<file path="src/hw/rtl/fkv_pkg.sv">
package fkv_pkg;

    localparam int SLOTS       = 32;
    localparam int VALUE_BYTES = 65536;
    localparam int FULL_MARGIN = 5;

    localparam int KEY_W  = 32;
    localparam int LEN_W  = 17;
    localparam int OFF_W  = 16;
    localparam int SLOT_W = 5;
    localparam int IDX_W  = $clog2(SLOTS);
    localparam int CNT_W  = $clog2(SLOTS + 1);
    localparam int SUM_W  = LEN_W + 1;

    localparam logic [1:0] REQ_ADD = 2'd0;
    localparam logic [1:0] REQ_GET = 2'd1;
    localparam logic [1:0] REQ_DEL = 2'd2;

    typedef enum logic [1:0] {
        ST_OK   = 2'd0,
        ST_ERR  = 2'd1,
        ST_NONE = 2'd2,
        ST_FULL = 2'd3
    } t_status;

    typedef enum logic [2:0] {
        S_IDLE,
        S_RESP,
        S_GET,
        S_DEL,
        S_CPI,
        S_CPK,
        S_MOVE,
        S_ADD
    } t_state;

    typedef struct packed {
        logic             en;
        logic [IDX_W-1:0] idx;
        logic [KEY_W-1:0] key;
        logic [OFF_W-1:0] off;
        logic [LEN_W-1:0] size;
    } t_wr;

    typedef struct packed {
        logic             en;
        logic [IDX_W-1:0] idx;
    } t_clr;

    typedef struct packed {
        logic             valid;
        logic             match;
        logic [KEY_W-1:0] key;
        logic [OFF_W-1:0] off;
        logic [LEN_W-1:0] size;
    } t_rd;

    typedef struct packed {
        logic [1:0]        status;
        logic              is_move;
        logic [SLOT_W-1:0] slot;
        logic [OFF_W-1:0]  value_address;
        logic [OFF_W-1:0]  move_source;
        logic [LEN_W-1:0]  result_length;
        logic              last;
    } t_result;

endpackage

</file>
<file path="src/hw/rtl/fkv_if.sv">
interface fkv_req_if;
    logic                     valid;
    logic                     ready;
    logic [1:0]               req_type;
    logic [fkv_pkg::KEY_W-1:0] key_code;
    logic [fkv_pkg::LEN_W-1:0] value_length;

    modport source (output valid, req_type, key_code, value_length, input ready);
    modport sink   (input valid, req_type, key_code, value_length, output ready);
endinterface

interface fkv_res_if;
    logic                      valid;
    logic                      ready;
    logic [1:0]                status;
    logic                      is_move;
    logic [fkv_pkg::SLOT_W-1:0] slot;
    logic [fkv_pkg::OFF_W-1:0]  value_address;
    logic [fkv_pkg::OFF_W-1:0]  move_source;
    logic [fkv_pkg::LEN_W-1:0]  result_length;
    logic                      last;

    modport source (output valid, status, is_move, slot, value_address, move_source,
                     result_length, last, input ready);
    modport sink   (input valid, status, is_move, slot, value_address, move_source,
                     result_length, last, output ready);
endinterface

</file>
<file path="src/hw/rtl/fkv_store.sv">
module fkv_store (
    input  logic                          i_clk,
    input  logic                          i_rst_n,
    input  logic [fkv_pkg::IDX_W-1:0]     i_rd_idx,
    input  logic [fkv_pkg::KEY_W-1:0]     i_cmp_key,
    input  fkv_pkg::t_wr                  i_wr,
    input  fkv_pkg::t_clr                 i_clr,
    output fkv_pkg::t_rd                  o_rd
);

    logic [fkv_pkg::SLOTS-1:0] r_valid;
    logic [fkv_pkg::KEY_W-1:0] r_key  [fkv_pkg::SLOTS];
    logic [fkv_pkg::OFF_W-1:0] r_off  [fkv_pkg::SLOTS];
    logic [fkv_pkg::LEN_W-1:0] r_size [fkv_pkg::SLOTS];

    // A slot that is written in the same cycle as it is cleared stays valid.
    always_ff @(posedge i_clk) begin
        if (!i_rst_n) begin
            r_valid <= '0;
        end else begin
            if (i_clr.en) begin
                r_valid[i_clr.idx] <= 1'b0;
            end
            if (i_wr.en) begin
                r_valid[i_wr.idx] <= 1'b1;
            end
        end
    end

    always_ff @(posedge i_clk) begin
        if (i_wr.en) begin
            r_key[i_wr.idx]  <= i_wr.key;
            r_off[i_wr.idx]  <= i_wr.off;
            r_size[i_wr.idx] <= i_wr.size;
        end
    end

    always_comb begin
        o_rd.valid = r_valid[i_rd_idx];
        o_rd.key   = r_key[i_rd_idx];
        o_rd.off   = r_off[i_rd_idx];
        o_rd.size  = r_size[i_rd_idx];
        o_rd.match = r_valid[i_rd_idx] && (r_key[i_rd_idx] == i_cmp_key);
    end

endmodule

</file>
<file path="src/hw/rtl/fkv_seq.sv">
module fkv_seq (
    input  logic                      i_clk,
    input  logic                      i_rst_n,
    fkv_req_if.sink                   i_req,
    fkv_res_if.source                 o_res,
    output logic [fkv_pkg::IDX_W-1:0] o_rd_idx,
    output logic [fkv_pkg::KEY_W-1:0] o_cmp_key,
    output fkv_pkg::t_wr              o_wr,
    output fkv_pkg::t_clr             o_clr,
    input  fkv_pkg::t_rd              i_rd
);

    localparam logic [fkv_pkg::CNT_W-1:0] CNT_SLOTS = fkv_pkg::CNT_W'(fkv_pkg::SLOTS);
    localparam logic [fkv_pkg::CNT_W-1:0] CNT_TOP   = fkv_pkg::CNT_W'(fkv_pkg::SLOTS - 1);
    localparam logic [fkv_pkg::SUM_W-1:0] SUM_LIM   = fkv_pkg::SUM_W'(fkv_pkg::VALUE_BYTES);
    localparam logic [fkv_pkg::LEN_W-1:0] END_LIM   = fkv_pkg::LEN_W'(fkv_pkg::VALUE_BYTES);
    localparam logic [fkv_pkg::LEN_W-1:0] FULL_LIM  =
        fkv_pkg::LEN_W'(fkv_pkg::VALUE_BYTES - fkv_pkg::FULL_MARGIN);

    fkv_pkg::t_state r_state, n_state;

    logic [1:0]                r_req, n_req;
    logic [fkv_pkg::KEY_W-1:0] r_key, n_key;
    logic [fkv_pkg::LEN_W-1:0] r_len, n_len;
    logic [fkv_pkg::CNT_W-1:0] r_idx, n_idx;
    logic [fkv_pkg::CNT_W-1:0] r_k, n_k;
    logic [fkv_pkg::CNT_W-1:0] r_t, n_t;
    logic [fkv_pkg::LEN_W-1:0] r_v, n_v;
    logic [fkv_pkg::KEY_W-1:0] r_ikey, n_ikey;
    fkv_pkg::t_status          r_rstat, n_rstat;
    logic [fkv_pkg::CNT_W-1:0] r_cnt, n_cnt;
    logic [fkv_pkg::LEN_W-1:0] r_end, n_end;
    logic                      r_full, n_full;
    logic                      r_ovalid;
    fkv_pkg::t_result          r_res, n_res;

    logic accept;
    logic can_emit;
    logic emit;
    logic bad_req;
    logic add_over;
    logic pack_full;

    assign accept    = i_req.valid && i_req.ready;
    assign can_emit  = !r_ovalid || o_res.ready;
    assign bad_req   = (i_req.key_code == '0) || (i_req.req_type > fkv_pkg::REQ_DEL);
    assign add_over  = (r_cnt >= CNT_SLOTS) ||
                       (({1'b0, r_end} + {1'b0, r_len}) > SUM_LIM);
    assign pack_full = (r_t == CNT_SLOTS) || (r_v >= FULL_LIM);

    always_comb begin
        n_state = r_state;
        unique case (r_state)
            fkv_pkg::S_IDLE: begin
                if (accept) begin
                    priority if (bad_req) begin
                        n_state = fkv_pkg::S_RESP;
                    end else if (i_req.req_type == fkv_pkg::REQ_GET) begin
                        n_state = fkv_pkg::S_GET;
                    end else if (i_req.req_type == fkv_pkg::REQ_DEL) begin
                        n_state = fkv_pkg::S_DEL;
                    end else if (i_req.value_length == '0 || r_full) begin
                        n_state = fkv_pkg::S_RESP;
                    end else if (r_cnt >= CNT_SLOTS || r_end >= END_LIM) begin
                        n_state = fkv_pkg::S_CPI;
                    end else begin
                        n_state = fkv_pkg::S_ADD;
                    end
                end
            end
            fkv_pkg::S_RESP, fkv_pkg::S_ADD: begin
                if (can_emit) begin
                    n_state = fkv_pkg::S_IDLE;
                end
            end
            fkv_pkg::S_GET: begin
                if (can_emit) begin
                    priority if (i_rd.match) begin
                        n_state = fkv_pkg::S_IDLE;
                    end else if (r_idx == '0) begin
                        n_state = fkv_pkg::S_RESP;
                    end
                end
            end
            fkv_pkg::S_DEL: begin
                if (r_idx == CNT_TOP) begin
                    n_state = fkv_pkg::S_RESP;
                end
            end
            fkv_pkg::S_CPI: begin
                priority if (r_idx == CNT_SLOTS) begin
                    n_state = pack_full ? fkv_pkg::S_RESP : fkv_pkg::S_ADD;
                end else if (i_rd.valid) begin
                    n_state = fkv_pkg::S_CPK;
                end
            end
            fkv_pkg::S_CPK: begin
                priority if (r_k == CNT_SLOTS) begin
                    n_state = fkv_pkg::S_MOVE;
                end else if (i_rd.match) begin
                    n_state = fkv_pkg::S_CPI;
                end
            end
            fkv_pkg::S_MOVE: begin
                if (can_emit) begin
                    n_state = fkv_pkg::S_CPI;
                end
            end
            default: n_state = fkv_pkg::S_IDLE;
        endcase
    end

    always_comb begin
        n_req     = r_req;
        n_key     = r_key;
        n_len     = r_len;
        n_idx     = r_idx;
        n_k       = r_k;
        n_t       = r_t;
        n_v       = r_v;
        n_ikey    = r_ikey;
        n_rstat   = r_rstat;
        n_cnt     = r_cnt;
        n_end     = r_end;
        n_full    = r_full;
        n_res     = '0;
        emit      = 1'b0;
        o_wr      = '0;
        o_clr     = '0;
        o_rd_idx  = r_idx[fkv_pkg::IDX_W-1:0];
        o_cmp_key = r_key;
        unique case (r_state)
            fkv_pkg::S_IDLE: begin
                if (accept) begin
                    n_req   = i_req.req_type;
                    n_key   = i_req.key_code;
                    n_len   = i_req.value_length;
                    n_idx   = (i_req.req_type == fkv_pkg::REQ_GET) ? CNT_TOP : '0;
                    n_t     = '0;
                    n_v     = '0;
                    n_rstat = fkv_pkg::ST_OK;
                    priority if (bad_req) begin
                        n_rstat = fkv_pkg::ST_ERR;
                    end else if (i_req.req_type != fkv_pkg::REQ_ADD) begin
                        n_rstat = fkv_pkg::ST_OK;
                    end else if (i_req.value_length == '0) begin
                        n_rstat = fkv_pkg::ST_ERR;
                    end else if (r_full) begin
                        n_rstat = fkv_pkg::ST_FULL;
                    end
                end
            end
            fkv_pkg::S_RESP: begin
                if (can_emit) begin
                    emit         = 1'b1;
                    n_res.status = r_rstat;
                    n_res.last   = 1'b1;
                end
            end
            fkv_pkg::S_GET: begin
                if (can_emit) begin
                    priority if (i_rd.match) begin
                        emit                = 1'b1;
                        n_res.status        = fkv_pkg::ST_OK;
                        n_res.slot          = fkv_pkg::SLOT_W'(r_idx);
                        n_res.value_address = i_rd.off;
                        n_res.result_length = i_rd.size;
                        n_res.last          = 1'b1;
                    end else if (r_idx == '0) begin
                        n_rstat = fkv_pkg::ST_NONE;
                    end else begin
                        n_idx = r_idx - 1'b1;
                    end
                end
            end
            fkv_pkg::S_DEL: begin
                o_clr.en  = i_rd.match;
                o_clr.idx = r_idx[fkv_pkg::IDX_W-1:0];
                if (r_idx == CNT_TOP) begin
                    n_full  = 1'b0;
                    n_rstat = fkv_pkg::ST_OK;
                end else begin
                    n_idx = r_idx + 1'b1;
                end
            end
            fkv_pkg::S_CPI: begin
                priority if (r_idx == CNT_SLOTS) begin
                    n_cnt  = r_t;
                    n_end  = r_v;
                    n_full = pack_full;
                    if (pack_full) begin
                        n_rstat = fkv_pkg::ST_FULL;
                    end
                end else if (i_rd.valid) begin
                    n_ikey = i_rd.key;
                    n_k    = r_idx + 1'b1;
                end else begin
                    n_idx = r_idx + 1'b1;
                end
            end
            fkv_pkg::S_CPK: begin
                o_rd_idx  = r_k[fkv_pkg::IDX_W-1:0];
                o_cmp_key = r_ikey;
                priority if (r_k == CNT_SLOTS) begin
                    n_k = r_k;
                end else if (i_rd.match) begin
                    o_clr.en  = 1'b1;
                    o_clr.idx = r_idx[fkv_pkg::IDX_W-1:0];
                    n_idx     = r_idx + 1'b1;
                end else begin
                    n_k = r_k + 1'b1;
                end
            end
            fkv_pkg::S_MOVE: begin
                if (can_emit) begin
                    emit                = 1'b1;
                    n_res.status        = fkv_pkg::ST_OK;
                    n_res.is_move       = 1'b1;
                    n_res.slot          = fkv_pkg::SLOT_W'(r_t);
                    n_res.value_address = r_v[fkv_pkg::OFF_W-1:0];
                    n_res.move_source   = i_rd.off;
                    n_res.result_length = i_rd.size;
                    o_clr.en            = 1'b1;
                    o_clr.idx           = r_idx[fkv_pkg::IDX_W-1:0];
                    o_wr.en             = 1'b1;
                    o_wr.idx            = r_t[fkv_pkg::IDX_W-1:0];
                    o_wr.key            = r_ikey;
                    o_wr.off            = r_v[fkv_pkg::OFF_W-1:0];
                    o_wr.size           = i_rd.size;
                    n_v                 = r_v + i_rd.size;
                    n_t                 = r_t + 1'b1;
                    n_idx               = r_idx + 1'b1;
                end
            end
            fkv_pkg::S_ADD: begin
                if (can_emit) begin
                    emit       = 1'b1;
                    n_res.last = 1'b1;
                    if (add_over) begin
                        n_res.status = fkv_pkg::ST_FULL;
                    end else begin
                        n_res.status        = fkv_pkg::ST_OK;
                        n_res.slot          = fkv_pkg::SLOT_W'(r_cnt);
                        n_res.value_address = r_end[fkv_pkg::OFF_W-1:0];
                        n_res.result_length = r_len;
                        o_wr.en             = 1'b1;
                        o_wr.idx            = r_cnt[fkv_pkg::IDX_W-1:0];
                        o_wr.key            = r_key;
                        o_wr.off            = r_end[fkv_pkg::OFF_W-1:0];
                        o_wr.size           = r_len;
                        n_cnt               = r_cnt + 1'b1;
                        n_end               = r_end + r_len;
                    end
                end
            end
            default: begin
                n_rstat = r_rstat;
            end
        endcase
    end

    always_ff @(posedge i_clk) begin
        if (!i_rst_n) begin
            r_state  <= fkv_pkg::S_IDLE;
            r_cnt    <= '0;
            r_end    <= '0;
            r_full   <= 1'b0;
            r_ovalid <= 1'b0;
        end else begin
            r_state <= n_state;
            r_cnt   <= n_cnt;
            r_end   <= n_end;
            r_full  <= n_full;
            if (emit) begin
                r_ovalid <= 1'b1;
            end else if (o_res.ready) begin
                r_ovalid <= 1'b0;
            end
        end
    end

    always_ff @(posedge i_clk) begin
        r_req   <= n_req;
        r_key   <= n_key;
        r_len   <= n_len;
        r_idx   <= n_idx;
        r_k     <= n_k;
        r_t     <= n_t;
        r_v     <= n_v;
        r_ikey  <= n_ikey;
        r_rstat <= n_rstat;
        if (emit) begin
            r_res <= n_res;
        end
    end

    assign i_req.ready         = (r_state == fkv_pkg::S_IDLE);
    assign o_res.valid         = r_ovalid;
    assign o_res.status        = r_res.status;
    assign o_res.is_move       = r_res.is_move;
    assign o_res.slot          = r_res.slot;
    assign o_res.value_address = r_res.value_address;
    assign o_res.move_source   = r_res.move_source;
    assign o_res.result_length = r_res.result_length;
    assign o_res.last          = r_res.last;

`ifndef SYNTHESIS
    a_busy_after_accept: assert property (@(posedge i_clk) disable iff (!i_rst_n)
        accept |=> !i_req.ready)
        else $error("request accepted while a transaction was in progress");

    a_pack_below_scan: assert property (@(posedge i_clk) disable iff (!i_rst_n)
        (r_state == fkv_pkg::S_CPI || r_state == fkv_pkg::S_CPK ||
         r_state == fkv_pkg::S_MOVE) |-> (r_t <= r_idx))
        else $error("compaction target passed the scan index");

    a_count_bound: assert property (@(posedge i_clk) disable iff (!i_rst_n)
        r_cnt <= CNT_SLOTS)
        else $error("slot count beyond the number of slots");

    a_end_bound: assert property (@(posedge i_clk) disable iff (!i_rst_n)
        r_end <= END_LIM)
        else $error("value end beyond the value area");
`endif

endmodule

</file>
<file path="src/hw/rtl/flash_kv_slot_index.sv">
// Append-only slot index for a flash key-value area.
// Requests arrive on i_req (req_type, key_code, value_length) and results leave
// on o_res; both are valid/ready channels and a transaction completes when
// valid and ready are both high at a rising edge of i_clk.
// An add appends a slot at the running end of the value area; when the slots or
// the value space are used up it first compacts, emitting one move result per
// surviving slot with last low, followed by the answer with last high.
// A get searches from the top slot down, and a delete clears every matching slot.
// Each request is handled alone and i_req.ready is low until its final result is
// loaded into the output register. A get or a delete walks the slots one per
// cycle, a get only while the output register can take a result.
// Compaction compares each occupied slot against the higher slots one pair per
// cycle on the shared key comparator, up to the first slot with the same key.
// When the receiver holds o_res.ready low the sequencer waits with the next
// result, and no result is lost or repeated.
// A synchronous reset on i_rst_n empties every slot and clears the full flag
// and the value end.
module flash_kv_slot_index (
    input  logic      i_clk,
    input  logic      i_rst_n,
    fkv_req_if.sink   i_req,
    fkv_res_if.source o_res
);

    logic [fkv_pkg::IDX_W-1:0] rd_idx;
    logic [fkv_pkg::KEY_W-1:0] cmp_key;
    fkv_pkg::t_wr              wr;
    fkv_pkg::t_clr             clr;
    fkv_pkg::t_rd              rd;

    fkv_seq u_seq (
        .i_clk     (i_clk),
        .i_rst_n   (i_rst_n),
        .i_req     (i_req),
        .o_res     (o_res),
        .o_rd_idx  (rd_idx),
        .o_cmp_key (cmp_key),
        .o_wr      (wr),
        .o_clr     (clr),
        .i_rd      (rd)
    );

    fkv_store u_store (
        .i_clk     (i_clk),
        .i_rst_n   (i_rst_n),
        .i_rd_idx  (rd_idx),
        .i_cmp_key (cmp_key),
        .i_wr      (wr),
        .i_clr     (clr),
        .o_rd      (rd)
    );

endmodule
</file>
<file path="src/flat_wrapper.sv">
// flat-port wrapper written by rule: the top's interface ports become plain ports
module flash_kv_slot_index_flat 
  (i_clk, i_rst_n, i_req_valid, i_req_req_type, i_req_key_code, i_req_value_length, i_req_ready, o_res_valid, o_res_status, o_res_is_move, o_res_slot, o_res_value_address, o_res_move_source, o_res_result_length, o_res_last, o_res_ready);
  fkv_req_if i_req_i ();
  fkv_res_if o_res_i ();
  input  logic i_clk;
  input  logic i_rst_n;
  input wire logic [$bits(i_req_i.valid)-1:0] i_req_valid;
  input wire logic [$bits(i_req_i.req_type)-1:0] i_req_req_type;
  input wire logic [$bits(i_req_i.key_code)-1:0] i_req_key_code;
  input wire logic [$bits(i_req_i.value_length)-1:0] i_req_value_length;
  output wire logic [$bits(i_req_i.ready)-1:0] i_req_ready;
  output wire logic [$bits(o_res_i.valid)-1:0] o_res_valid;
  output wire logic [$bits(o_res_i.status)-1:0] o_res_status;
  output wire logic [$bits(o_res_i.is_move)-1:0] o_res_is_move;
  output wire logic [$bits(o_res_i.slot)-1:0] o_res_slot;
  output wire logic [$bits(o_res_i.value_address)-1:0] o_res_value_address;
  output wire logic [$bits(o_res_i.move_source)-1:0] o_res_move_source;
  output wire logic [$bits(o_res_i.result_length)-1:0] o_res_result_length;
  output wire logic [$bits(o_res_i.last)-1:0] o_res_last;
  input wire logic [$bits(o_res_i.ready)-1:0] o_res_ready;
  assign i_req_i.valid = i_req_valid;
  assign i_req_i.req_type = i_req_req_type;
  assign i_req_i.key_code = i_req_key_code;
  assign i_req_i.value_length = i_req_value_length;
  assign i_req_ready = i_req_i.ready;
  assign o_res_valid = o_res_i.valid;
  assign o_res_status = o_res_i.status;
  assign o_res_is_move = o_res_i.is_move;
  assign o_res_slot = o_res_i.slot;
  assign o_res_value_address = o_res_i.value_address;
  assign o_res_move_source = o_res_i.move_source;
  assign o_res_result_length = o_res_i.result_length;
  assign o_res_last = o_res_i.last;
  assign o_res_i.ready = o_res_ready;
  flash_kv_slot_index u_core (.i_clk(i_clk), .i_rst_n(i_rst_n), .i_req(i_req_i), .o_res(o_res_i));
endmodule
</file>
<file path="config.mk">
export PLATFORM = sky130hd
export DESIGN_NAME = flash_kv_slot_index_flat
export DESIGN_NICKNAME = d
export VERILOG_FILES = /design/src/hw/rtl/fkv_pkg.sv /design/src/hw/rtl/fkv_if.sv /design/src/hw/rtl/fkv_store.sv /design/src/hw/rtl/fkv_seq.sv /design/src/hw/rtl/flash_kv_slot_index.sv /design/src/flat_wrapper.sv
export SDC_FILE = /design/constraint.sdc
export NUM_CORES = 2
export LEC_CHECK = 0
export ABC_AREA = 1
export BUFFER_PORTS_ARGS = -buffer_cell sky130_fd_sc_hd__buf_2
export CORE_ASPECT_RATIO = 2
export CORE_MARGIN = 5
export CORE_UTILIZATION = 51
export DETAILED_ROUTE_END_ITERATION = 16
export GPL_TIMING_DRIVEN = 1
export PLACE_DENSITY = 0.66
export SLEW_MARGIN = 20
export SYNTH_ARGS = -nofsm -noshare
export SYNTH_HDL_FRONTEND = slang
export SYNTH_HIERARCHICAL = 1
export SYNTH_SLANG_ARGS = --single-unit
</file>
<file path="constraint.sdc">
create_clock -name i_clk -period 8 [get_ports i_clk]
set_input_delay 1.6 -clock i_clk [delete_from_list [all_inputs] [get_ports i_clk]]
set_output_delay 1.6 -clock i_clk [all_outputs]
set_load 0.05 [all_outputs]
</file>
==> results by group <==
Routing
  – DRC: 0
  – Starting DRT DRC Count: 8900
  – Post-route antenna net violation count: 0
  – Via Count: 67650
  – Router iterations before antenna repair: 6
  – Vias per cell: 6.215
  – Routed wire per std cell: 28.47 um
  – Wirelength, routed: 309900 um

Global route
  – Largest net degree at the start of global routing: between 150 and 200
  – Global-route wire length before repair: around 440000 um
  – Tot GR Track Use: between 30 and 40%
  – Initial antenna violation count: 3
  – Grt total ovfl: 0
  – Vias in the first global route: 65620

Cells and area
  – Layout cells sized above 1: under 10%
  – Commonest non-fill, non-tap cell in the layout: edfxtp_1
  – Area grow syn2layout: 11.25%
  – Most frequent cells in the layout: 2256 x edfxtp_1, 1724 x nand2_1, 1007 x nand3_1
  – Multi-input logic area: ~0.024 mm2
  – Filler instances: about 15000
  – FF+latch area: 0.06895 mm2
  – # nets final: 8328
  – Design area: 0.1069 mm2

Synthesis
  – Seq/Total Area, Yosys: a little under three quarters
  – Cell variety after synth: 54
  – Post-Syn Area: 0.09606 mm2
  – Post-synth EDFFs: 2256
  – Post-synthesis async set-or-reset flop share: 0%
  – Net Count, Synth: around 8300
  – Gate Count Post-Synth: 8180
  – FF+latch count, synth: 2316
  – Top_reg_cell synth: edfxtp_1
  – Avg Inst Size Synth: 11.74 um2
  – Syn. warnings: 6

Clock tree
  – Clock Path Buffers: 4
  – CTS buffer count: 203
  – Clock-pin slew on the worst setup and hold paths: 0.07 ns
  – Setup Buffers After CTS: 0
  – CTS Root Cell: clkbuf_16
  – Hold-fix buffers, CTS: 0
  – Num Clock Sinks: 2316
  – Worst-Skew Late Latency: 0.86 ns
  – CTS tree: yes
  – H-tree Lvls: 4

Worst setup path
  – Crit end category: flop
  – Crit-path most repeated cell: nand2_1
  – CP startpoint: u_core/u_seq/r_state[2]
  – CP max stage cell: buf_4
  – Critical Path RT: 8.66 ns
  – WS Path Type: reg -> reg
  – Critical path peak fanout: between 150 and 200
  – Startpoint Class: flop
  – Critical R2R Launch: u_core/u_seq/r_state[2]
  – Max incr delay on CP: approximately 0.67 ns
  – FF-to-FF path depth: 30
  – Worst path arrival time: 7.98 ns

STA
  – Final setup margin: 0.6893 ns
  – Post-layout min period: 7.311 ns
  – RSZ-0062 raised after global routing: no
  – Final setup viols: 0
  – Pins Over Slew Limit: 0
  – Fmax: roughly 140 MHz
  – Final Hold Viols: 0
  – Slew @ Worst Pin: 1.222 ns
  – Final cycle utilization of the critical path: 91.38%
  – Setup TNS: 0 ns
  – Clk_skew: 0.05172 ns
  – Slew margin rel.: between 15 and 20%

Pwr
  – Lkg Pwr: 0.03658 uW
  – Pwr Density: 367.7 mW/mm2
  – Max VDD drop: 0.0003752 V

Die
  – DIE WIDTH: 316.9 um
  – Die footprint: 0.1977 mm2
  – Initial core utilization: 51.16%
  – Rows: 225
  – Core area: 0.1878 mm2
  – I/O pins: 115
  – Chip height: 623.8 um

Worst hold path
  – Hold Crit Class: reg -> reg
  – Hold_sp: u_core/u_store/r_valid[18]
  – Hold path depth: 2

Placement
  – DP Worst Slack: 0.5582 ns
  – GP Congestion: 0.8700
  – Placed Area: about 0.1 mm2
  – Port Buffer Count: between 100 and 150
  – HPWL reported at the end of detailed placement: between 150000 and 200000 um

Status
  – Status: finished clean

Job
  – Max_cap viols: 0
area by class of cell:
cell class / instances / area share, %
clock inverters: 127 / 1.245
clock buffers: 233 / 4.918
multi-input cells: 5043 / 22.45
diodes: 2 / 0.004683
inverters: 317 / 1.159
flip-flops and latches: 2316 / 64.51
well taps: 2497 / 2.923
repair buffers: 349 / 2.784
repair_timing:
item	in CTS	in global routing
hold endpoints to repair	0	0
resized for setup	0	1
setup endpoints to repair	0	7
power by group:
group / switching (uW) / internal (uW) / leakage (uW)
clock: 4400 / 5580 / 0.00322
sequential: 235 / 13900 / 0.0196
combinational: 11200 / 4030 / 0.0138
total: 15800 / 23500 / 0.0366
path summary, 6_finish.rpt:
check             slack [ns]                    endpoint
hold reg to reg         0.47  u_core/u_store/r_valid[18]
hold / removal          0.47  u_core/u_store/r_valid[18]
setup / recovery        0.69   u_core/u_store/r_valid[1]
setup reg to reg        0.69   u_core/u_store/r_valid[1]
sequential cells by signal, summed over array words and instances, names as in the netlist, 17 cells and up:
name	cells
u_core/u_seq/r_ikey	32
u_core/u_store/r_key	1024
u_core/u_store/r_size	544
u_core/u_seq/r_key	32
u_core/u_seq/r_len	17
u_core/u_seq/r_end	17
u_core/u_seq/r_v	17
u_core/u_store/r_valid	32
u_core/u_seq/o_res.result_length	17
u_core/u_store/r_off	512
kinds of logic (layout without fill, tap and decap cells):
| kind of cell | count (synthesis) | in the layout | share of synthesized area (%) |
|---|---|---|---|
| AO/OA/AOI/OAI | 1338 | 1338 | 7.732 |
| XOR/XNOR | 24 | 24 | 0.2188 |
| adder cells (fa/ha/maj) | 43 | 43 | 0.5757 |
| buffers and inverters | 821 | 1026 | 3.937 |
| flip-flops | 2316 | 2316 | 71.77 |
| multiplexers | 2 | 2 | 0.02084 |
| other | 0 | 2 | 0 |
| AND/OR/NAND/NOR | 3636 | 3636 | 15.74 |
layer usage:
metal	vias to the layer above	GRT usage [%]	part of all wire [%]
met5	-	0	0.0023
met4	2	18.35	7.5
met2	3920	53.11	50
met1	33430	36.26	34
met3	1040	3.704	8.0
li1	29260	-	-
cells in the mapped netlist (all sizes together) (2+ instances only):
cell type | n | share of area (%)
xor2 | 14 | 0.13
nand3 | 1011 | 5.3
nor4 | 15 | 0.098
ha | 41 | 0.53
nand2 | 1728 | 6.8
o21ai | 839 | 4.5
a31oi | 10 | 0.065
o22ai | 291 | 1.9
nand3b | 9 | 0.070
o31ai | 17 | 0.14
o21bai | 5 | 0.039
fa | 2 | 0.042
nand4 | 15 | 0.098
or2 | 11 | 0.072
a21boi | 2 | 0.016
o211ai | 4 | 0.031
buf | 305 | 1.9
a21oi | 133 | 0.72
nor2 | 820 | 3.2
xnor2 | 10 | 0.091
inv | 316 | 1.2
o32ai | 4 | 0.036
o221ai | 24 | 0.22
clkbuf | 199 | 0.78
nor3 | 25 | 0.14
edfxtp | 2256 | 71
dfxtp | 60 | 1.3
mux2i | 2 | 0.021
o2111ai | 3 | 0.027
through the flow:
step                      total power [uW]  utilization [%]  hold WS (ns)  cells
after detailed placement             29300            53.34        0.4661  10520
after CTS                            39200            56.85        0.4748  10880
after global routing                 41060            56.91        0.4960  10880
final                                39300            56.91        0.4744  10880
after global placement               29080            53.29        0.4615  10520
after floorplan                      24170                -        0.4542   8180
worst max-delay path: cells and delay by family, from the launching register on:
kind,cells,cell delay (ns)
AND/OR/NAND/NOR,18,3.06
buffers and inverters,7,2.30
AO/OA/AOI/OAI,5,1.12
flip-flops,1,0.46
Note: power is estimated with default switching activity, not from simulation.
